### config.mk
export PLATFORM = sky130hd
export DESIGN_NAME = stereo_peak_bargraph_meter
export DESIGN_NICKNAME = d
export VERILOG_FILES = /design/src/design/spbm_pkg.sv /design/src/design/spbm_front.sv /design/src/design/spbm_queue.sv /design/src/design/spbm_back.sv /design/src/design/stereo_peak_bargraph_meter.sv
export SDC_FILE = /design/constraint.sdc
export NUM_CORES = 1
export LEC_CHECK = 0
export ABC_AREA = 0
export BUFFER_PORTS_ARGS = -buffer_cell sky130_fd_sc_hd__buf_4
export CORE_ASPECT_RATIO = 2
export CORE_MARGIN = 5
export CORE_UTILIZATION = 25
export CTS_BUF_LIST = sky130_fd_sc_hd__clkbuf_4
export DETAILED_ROUTE_END_ITERATION = 8
export PLACE_DENSITY = 0.38
export SLEW_MARGIN = 20
export SYNTH_ARGS = -nofsm -noshare
export SYNTH_HDL_FRONTEND = slang
export SYNTH_SLANG_ARGS = --single-unit
### constraint.sdc
create_clock -name i_clk -period 7.4 [get_ports i_clk]
set_input_delay 1.11 -clock i_clk [delete_from_list [all_inputs] [get_ports i_clk]]
set_output_delay 1.11 -clock i_clk [all_outputs]
set_load 0.01 [all_outputs]
### src/design/spbm_pkg.sv
// Shared types, constants and helper functions for the stereo peak bargraph meter.
// No dependencies; imported by every module of the block.
package spbm_pkg;

    localparam int SAMPLE_BITS = 16;
    localparam int BAR_LEVELS  = 10;
    localparam int PEAK_W      = SAMPLE_BITS - 1;
    localparam int BAR_W       = 16;
    localparam int CNT_W       = 16;
    localparam int LVL_W       = $clog2(BAR_LEVELS + 1);
    localparam int LHS_W       = PEAK_W + 8;
    localparam int SHIFT_W     = $clog2(BAR_W + 1);

    localparam logic [PEAK_W-1:0] MAXV      = {PEAK_W{1'b1}};
    localparam logic [CNT_W-1:0]  FPB_RESET = CNT_W'(4411);

    localparam int PADDR_W = 3;
    localparam int PDATA_W = 32;
    localparam logic REG_FPB = 1'b0;

    localparam int Q_DEPTH = 2;
    localparam int Q_AW    = $clog2(Q_DEPTH);
    localparam int Q_CW    = $clog2(Q_DEPTH + 1);

    typedef struct packed {
        logic signed [SAMPLE_BITS-1:0] left_sample;
        logic signed [SAMPLE_BITS-1:0] right_sample;
    } t_in_beat;

    typedef struct packed {
        logic signed [SAMPLE_BITS-1:0] left_passthrough;
        logic signed [SAMPLE_BITS-1:0] right_passthrough;
        logic                          bar_valid;
        logic [BAR_W-1:0]              left_bar;
        logic [BAR_W-1:0]              right_bar;
    } t_out_beat;

    typedef struct packed {
        logic [SAMPLE_BITS-1:0] left_sample;
        logic [SAMPLE_BITS-1:0] right_sample;
        logic                   last;
        logic [PEAK_W-1:0]      left_peak;
        logic [PEAK_W-1:0]      right_peak;
    } t_q_entry;

    function automatic logic [PEAK_W-1:0] magnitude(input logic [SAMPLE_BITS-1:0] s);
        logic [SAMPLE_BITS-1:0] a;
        a = s[SAMPLE_BITS-1] ? (~s + SAMPLE_BITS'(1)) : s;
        return a[SAMPLE_BITS-1] ? MAXV : a[PEAK_W-1:0];
    endfunction

    function automatic logic [LHS_W-1:0] level_thr(input int k);
        return LHS_W'(k * k) * LHS_W'(MAXV);
    endfunction

    function automatic logic [LVL_W-1:0] level_of(input logic [PEAK_W-1:0] peak);
        logic [LHS_W-1:0] lhs;
        logic [LVL_W-1:0] lvl;
        lhs = LHS_W'(peak) * LHS_W'(BAR_LEVELS * BAR_LEVELS);
        lvl = '0;
        for (int k = 1; k <= BAR_LEVELS; k++) begin
            if (lhs >= level_thr(k)) begin
                lvl = LVL_W'(k);
            end
        end
        return lvl;
    endfunction

    function automatic logic [BAR_W-1:0] bar_of(input logic [LVL_W-1:0] lvl);
        logic [BAR_W-1:0] ones;
        ones = '1;
        if (lvl == '0) begin
            return '0;
        end
        return ones << (SHIFT_W'(BAR_W) - SHIFT_W'(lvl));
    endfunction

endpackage

### src/design/spbm_front.sv
// Front end: accepts frames, tracks per-channel peaks and the block frame count.
// Pushes one entry per frame into the queue. Depends on spbm_pkg.
module spbm_front (
    input  logic                   i_clk,
    input  logic                   i_rst_n,
    input  logic                   i_in_valid,
    output logic                   o_in_ready,
    input  spbm_pkg::t_in_beat     i_in,
    input  logic [15:0]            i_fpb,
    output logic                   o_q_valid,
    input  logic                   i_q_ready,
    output spbm_pkg::t_q_entry     o_q_entry
);
    import spbm_pkg::*;

    logic [CNT_W-1:0]  r_count, n_count;
    logic [PEAK_W-1:0] r_lpeak, n_lpeak;
    logic [PEAK_W-1:0] r_rpeak, n_rpeak;
    logic [PEAK_W-1:0] lmag, rmag, lmax, rmax;
    logic [CNT_W:0]    cnt1;
    logic              last;
    logic              accept;

    assign o_in_ready = i_q_ready;
    assign accept     = i_in_valid && i_q_ready;

    always_comb begin
        lmag = magnitude(i_in.left_sample);
        rmag = magnitude(i_in.right_sample);
        lmax = (lmag > r_lpeak) ? lmag : r_lpeak;
        rmax = (rmag > r_rpeak) ? rmag : r_rpeak;
        cnt1 = {1'b0, r_count} + (CNT_W + 1)'(1);
        last = (cnt1 >= {1'b0, i_fpb});

        n_count = r_count;
        n_lpeak = r_lpeak;
        n_rpeak = r_rpeak;
        if (accept) begin
            n_count = last ? '0 : cnt1[CNT_W-1:0];
            n_lpeak = last ? '0 : lmax;
            n_rpeak = last ? '0 : rmax;
        end

        o_q_valid              = i_in_valid;
        o_q_entry.left_sample  = i_in.left_sample;
        o_q_entry.right_sample = i_in.right_sample;
        o_q_entry.last         = last;
        o_q_entry.left_peak    = lmax;
        o_q_entry.right_peak   = rmax;
    end

    always_ff @(posedge i_clk) begin
        if (!i_rst_n) begin
            r_count <= '0;
            r_lpeak <= '0;
            r_rpeak <= '0;
        end else begin
            r_count <= n_count;
            r_lpeak <= n_lpeak;
            r_rpeak <= n_rpeak;
        end
    end

endmodule

### src/design/spbm_queue.sv
// Two-entry queue between the front end and the bar stage.
// Depends on spbm_pkg.
module spbm_queue (
    input  logic                 i_clk,
    input  logic                 i_rst_n,
    input  logic                 i_push_valid,
    output logic                 o_push_ready,
    input  spbm_pkg::t_q_entry   i_push_entry,
    output logic                 o_pop_valid,
    input  logic                 i_pop_ready,
    output spbm_pkg::t_q_entry   o_pop_entry
);
    import spbm_pkg::*;

    t_q_entry         r_mem [Q_DEPTH];
    logic [Q_AW-1:0]  r_wr, n_wr;
    logic [Q_AW-1:0]  r_rd, n_rd;
    logic [Q_CW-1:0]  r_cnt, n_cnt;
    logic             push, pop;

    assign o_push_ready = (r_cnt != Q_CW'(Q_DEPTH));
    assign o_pop_valid  = (r_cnt != '0);
    assign o_pop_entry  = r_mem[r_rd];
    assign push         = i_push_valid && o_push_ready;
    assign pop          = o_pop_valid && i_pop_ready;

    always_comb begin
        n_wr  = push ? r_wr + Q_AW'(1) : r_wr;
        n_rd  = pop  ? r_rd + Q_AW'(1) : r_rd;
        n_cnt = r_cnt;
        if (push && !pop) begin
            n_cnt = r_cnt + Q_CW'(1);
        end else if (pop && !push) begin
            n_cnt = r_cnt - Q_CW'(1);
        end
    end

    always_ff @(posedge i_clk) begin
        if (!i_rst_n) begin
            r_wr  <= '0;
            r_rd  <= '0;
            r_cnt <= '0;
        end else begin
            r_wr  <= n_wr;
            r_rd  <= n_rd;
            r_cnt <= n_cnt;
        end
    end

    always_ff @(posedge i_clk) begin
        if (push) begin
            r_mem[r_wr] <= i_push_entry;
        end
    end

endmodule

### src/design/spbm_back.sv
// Back end: quantizes peaks to bar levels on block ends and holds the output beat.
// Depends on spbm_pkg.
module spbm_back (
    input  logic                 i_clk,
    input  logic                 i_rst_n,
    input  logic                 i_q_valid,
    output logic                 o_q_ready,
    input  spbm_pkg::t_q_entry   i_q_entry,
    output logic                 o_out_valid,
    input  logic                 i_out_ready,
    output spbm_pkg::t_out_beat  o_out
);
    import spbm_pkg::*;

    t_out_beat r_out, n_out;
    logic      r_valid, n_valid;
    logic      take;

    assign o_q_ready   = !r_valid || i_out_ready;
    assign take        = i_q_valid && o_q_ready;
    assign o_out_valid = r_valid;
    assign o_out       = r_out;

    always_comb begin
        n_out.left_passthrough  = i_q_entry.left_sample;
        n_out.right_passthrough = i_q_entry.right_sample;
        n_out.bar_valid         = i_q_entry.last;
        n_out.left_bar          = i_q_entry.last ? bar_of(level_of(i_q_entry.left_peak)) : '0;
        n_out.right_bar         = i_q_entry.last ? bar_of(level_of(i_q_entry.right_peak)) : '0;
        n_valid = r_valid;
        if (take) begin
            n_valid = 1'b1;
        end else if (i_out_ready) begin
            n_valid = 1'b0;
        end
    end

    always_ff @(posedge i_clk) begin
        if (!i_rst_n) begin
            r_valid <= 1'b0;
        end else begin
            r_valid <= n_valid;
        end
    end

    always_ff @(posedge i_clk) begin
        if (take) begin
            r_out <= n_out;
        end
    end

endmodule

### src/design/stereo_peak_bargraph_meter.sv
// Top level of the stereo peak bargraph meter: APB register, front end, queue, back end.
// Depends on spbm_pkg, spbm_front, spbm_queue, spbm_back.
//
// Usage:
//   Input channel (i_in_valid/o_in_ready, i_in): one stereo frame per beat.
//   Output channel (o_out_valid/i_out_ready, o_out): exactly one beat per input
//   frame, carrying both samples unchanged; on the last frame of each block
//   bar_valid is set and left_bar/right_bar hold the peak level as leading ones.
//   APB port: register frames_per_block at byte address 0 (reset 4411, 0 acts as 1).
//   Path: an accepted frame is written into the queue, then registered in the
//   back end's output register, from which the receiver takes it.
//   Throughput: one frame per cycle while the receiver keeps up; the peak and
//   count update in the front end and the level compare in the back end are combinational.
//   The two-entry queue and the output register let the input keep flowing
//   while a result waits; when the receiver stalls, input is held off once
//   the queue fills.
//   Reset clears the peaks, the frame count, the queue and output valid, and
//   loads frames_per_block with its default; no clearing pass is needed.
module stereo_peak_bargraph_meter (
    input  logic                                    i_clk,
    input  logic                                    i_rst_n,
    input  logic                                    i_in_valid,
    output logic                                    o_in_ready,
    input  spbm_pkg::t_in_beat                      i_in,
    output logic                                    o_out_valid,
    input  logic                                    i_out_ready,
    output spbm_pkg::t_out_beat                     o_out,
    input  logic                                    psel,
    input  logic                                    penable,
    input  logic                                    pwrite,
    input  logic [spbm_pkg::PADDR_W-1:0]            paddr,
    input  logic [spbm_pkg::PDATA_W-1:0]            pwdata,
    output logic [spbm_pkg::PDATA_W-1:0]            prdata,
    output logic                                    pready
);
    import spbm_pkg::*;

    logic [CNT_W-1:0] r_fpb;
    logic             front_valid, front_ready;
    t_q_entry         front_entry;
    logic             back_valid, back_ready;
    t_q_entry         back_entry;

    assign pready = 1'b1;
    assign prdata = (paddr[2] == REG_FPB) ? PDATA_W'(r_fpb) : '0;

    always_ff @(posedge i_clk) begin
        if (!i_rst_n) begin
            r_fpb <= FPB_RESET;
        end else if (psel && penable && pwrite && pready && (paddr[2] == REG_FPB)) begin
            r_fpb <= pwdata[CNT_W-1:0];
        end
    end

    spbm_front u_front (
        .i_clk      (i_clk),
        .i_rst_n    (i_rst_n),
        .i_in_valid (i_in_valid),
        .o_in_ready (o_in_ready),
        .i_in       (i_in),
        .i_fpb      (r_fpb),
        .o_q_valid  (front_valid),
        .i_q_ready  (front_ready),
        .o_q_entry  (front_entry)
    );

    spbm_queue u_queue (
        .i_clk        (i_clk),
        .i_rst_n      (i_rst_n),
        .i_push_valid (front_valid),
        .o_push_ready (front_ready),
        .i_push_entry (front_entry),
        .o_pop_valid  (back_valid),
        .i_pop_ready  (back_ready),
        .o_pop_entry  (back_entry)
    );

    spbm_back u_back (
        .i_clk       (i_clk),
        .i_rst_n     (i_rst_n),
        .i_q_valid   (back_valid),
        .o_q_ready   (back_ready),
        .i_q_entry   (back_entry),
        .o_out_valid (o_out_valid),
        .i_out_ready (i_out_ready),
        .o_out       (o_out)
    );

endmodule

==> flow_summary.ini <==
[die]
dieArea_um2 = 69500
rows = 131
die_w_um = 189
dieHeight_um = 368
io-pin-count = 174
core-area_um2 = 63600
start_util_pct = 25.2

[final_layout]
fin_nets = 1906
drive_gt1_share_pct = 21.2
syn2layout_area_growth_pct = 17.3
fillCellCount = 6708

[sta]
rsz0062_at_grt = false
finalSetupTns_ns = 0
finalCritPeriodShare_pct = 88.9
fin_skew_ns = 0.0484
whs_ns = 0.454
finalHoldViolCount = 0
relSlewSlack_pct = 32.0
drv_slew = 0
max_clock_freq_mhz = 152
fin_crit_ns = 6.58
worstMarginPinSlew_ns = 1.02
setup_viol = 0

[detailed_routing]
routed_wl_um = 40900
first_pass_iters = 4
route.detailed.drc = 0
vias_per_cell = 4.65
wl_per_cell_um = 16.3
final_antenna_net_count = 0
drt_first_iter_violations = 283
routed-via-count = 11639

[yosys]
synth_top_area_share_pct = 35.8
synth_top_flop_cell = edfxtp_1
yosys_warnings = 0
synth_most_common_cell = edfxtp_1
synthSimpleGateAreaFrac_pct = 11.2
yosys-top-cells-area = edfxtp_1 36%, ha_1 12%, dfxtp_1 8.5%, mux2_2 4.4%, inv_1 3.8%
synthXorXnorAreaFrac_pct = 3.28
yosys-top-cells-count = 191 x edfxtp_1, 162 x inv_1, 158 x ha_1
yosys-mux-area-fraction_pct = 5.55
synth_compound_area_share_pct = 14.7
seq_area_frac_synth_pct = 44.3
yosys.area_share.adder_pct = 14.9
ys_seq_elements = 259
synth.distinct_cells = 91
synth_top_family_by_area = adder cells
avgSynthCellArea_um2 = 10.7
synthArstFlopShare_pct = 0
synth_edf_count = 191
yosysTopAreaCell = edfxtp_1
synth_area_um2 = 16000
syn-instance-count = 1490

[cts]
cts.sinks = 259
cts-root-buf = clkbuf_4
cts_hold_buf = 0
cts.reportedPaths.clkPinSlew_ns = 0.06
cts.path.max_buffers = 3
cts_resized = 0
h-tree-depth = 3
post_cts.repair.setup_buffers = 0
clk_latency_ns = 0.72
cts_buffers = 67
cts_tree = done

[worst_hold_path]
hold_path.class = reg -> reg

[place]
portBuffers = 138
dp_hpwl_um = 30800
gp_congestion = 0.787

[global_routing]
grt_pass1_vias = 12258
grtUsageTotal_pct = 11.7
grt_max_degree = 67
grt_pass1_wl_um = 65300
antenna_found_initial = 1
grt-ovfl-total = 0

[setup_path]
critPathMaxFanout = 22
critPathCaptureType = register
critPathKind = reg -> reg
crit_required_ns = 7.87
worstPathArrival_ns = 7.05
startpoint_type = register

[outcome]
status = finished clean

[flow_run]
max_cap_viol_count = 0
[stage by stage]
| stage | std cells | setup slack, ns | util (%) | area, um2 |
|---|---|---|---|---|
| after floorplan | 1505 | 0.967 | - | 16100 |
| final | 2504 | 0.819 | 29.5 | 18800 |
| after CTS | 2503 | 0.707 | 29.5 | 18800 |
| after global routing | 2504 | 0.368 | 29.5 | 18800 |
| after detailed placement | 2383 | 0.697 | 28.1 | 17900 |
| after global placement | 2383 | 0.752 | 28.1 | 17900 |
[sequential cells by signal (all words and copies together), names as in the netlist, named ones only]
register,count
u_queue.r_mem,126
u_back.o_out,65
r_fpb,16
u_front.r_count,16
u_front.r_lpeak,15
u_front.r_rpeak,15
u_queue.r_cnt,2
u_back.o_out_valid,1
u_queue.r_rd,1
u_queue.r_wr,1
[routing by layer]
| metal | up-vias | wire length, um | GRT usage, % |
|---|---|---|---|
| met1 | 5529 | 14700 | 11.4 |
| met2 | 249 | 23400 | 23.7 |
| li1 | 5787 | - | - |
| met3 | 74 | 1770 | 2.57 |
| met4 | 0 | 1040 | 4.15 |
| met5 | - | 0 | 0 |
[area by class of cell]
| type | instances | area [um2] | area share (%) |
|---|---|---|---|
| multi-input combinational | 1011 | 8040 | 42.8 |
| clock buffer | 97 | 728 | 3.88 |
| inverter | 164 | 616 | 3.28 |
| sequential | 259 | 7100 | 37.8 |
| timing repair buffer | 151 | 1130 | 6.04 |
| clock inverter | 23 | 159 | 0.846 |
| antenna | 1 | 2.50 | 0.0133 |
| tap | 798 | 998 | 5.32 |
[worst max-delay path: stages (launching register included)]
cell and delay [ns]:
dfxtp_4 0.58, mux2i_1 0.36, inv_1 0.15, ha_1 0.32, ha_1 0.27, inv_1 0.05, fa_1 0.49, inv_1 0.04
ha_1 0.45, a21oi_1 0.32, o21ai_1 0.16, a221oi_2 0.47, a21oi_1 0.15, xnor2_1 0.53, nand2_1 0.15, o21ai_0 0.29
o31ai_1 0.11, a21boi_0 0.32, ha_1 0.24, inv_1 0.09, ha_1 0.34, inv_1 0.15, and2_1 0.19, a21oi_1 0.09
[cell families (layout without fill, tap and decap cells)]
family	count (synthesis)	in the layout
xor gates and xnor gates	59	59
and+or+nand+nor	353	353
other	2	18
DFF	259	259
adders and majority gates	178	178
buffers and inverters	235	435
AOI/OAI and AO/OA	323	323
muxes	81	81
[worst paths after layout]
check                           slack, ns                to  depth (start not counted)  startpoint
worst min-delay path                 0.45         r_fpb[15]                          2   r_fpb[15]
worst max register to register       0.82  u_back.o_out[29]                         23    register
worst min register to register       0.45         r_fpb[15]                          2   r_fpb[15]
worst max-delay path                 0.82  u_back.o_out[29]                         23    register
[layout by cell type, fill, tap and decap left out, types with 29 or more instances in the layout]
cell,synthesis,routed
nand2_1,106,106
nor2_1,80,77
mux2_2,62,62
a21oi_1,82,82
ha_1,158,158
inv_1,162,162
o21ai_0,36,36
buf_4,17,151
nand3_1,29,29
dfxtp_1,68,67
clkbuf_4,0,97
xor2_1,37,37
edfxtp_1,191,191
Power is left out: the tool's default activity adds up to more than one toggle a clock period on the data nets, which glitch-free logic cannot reach.
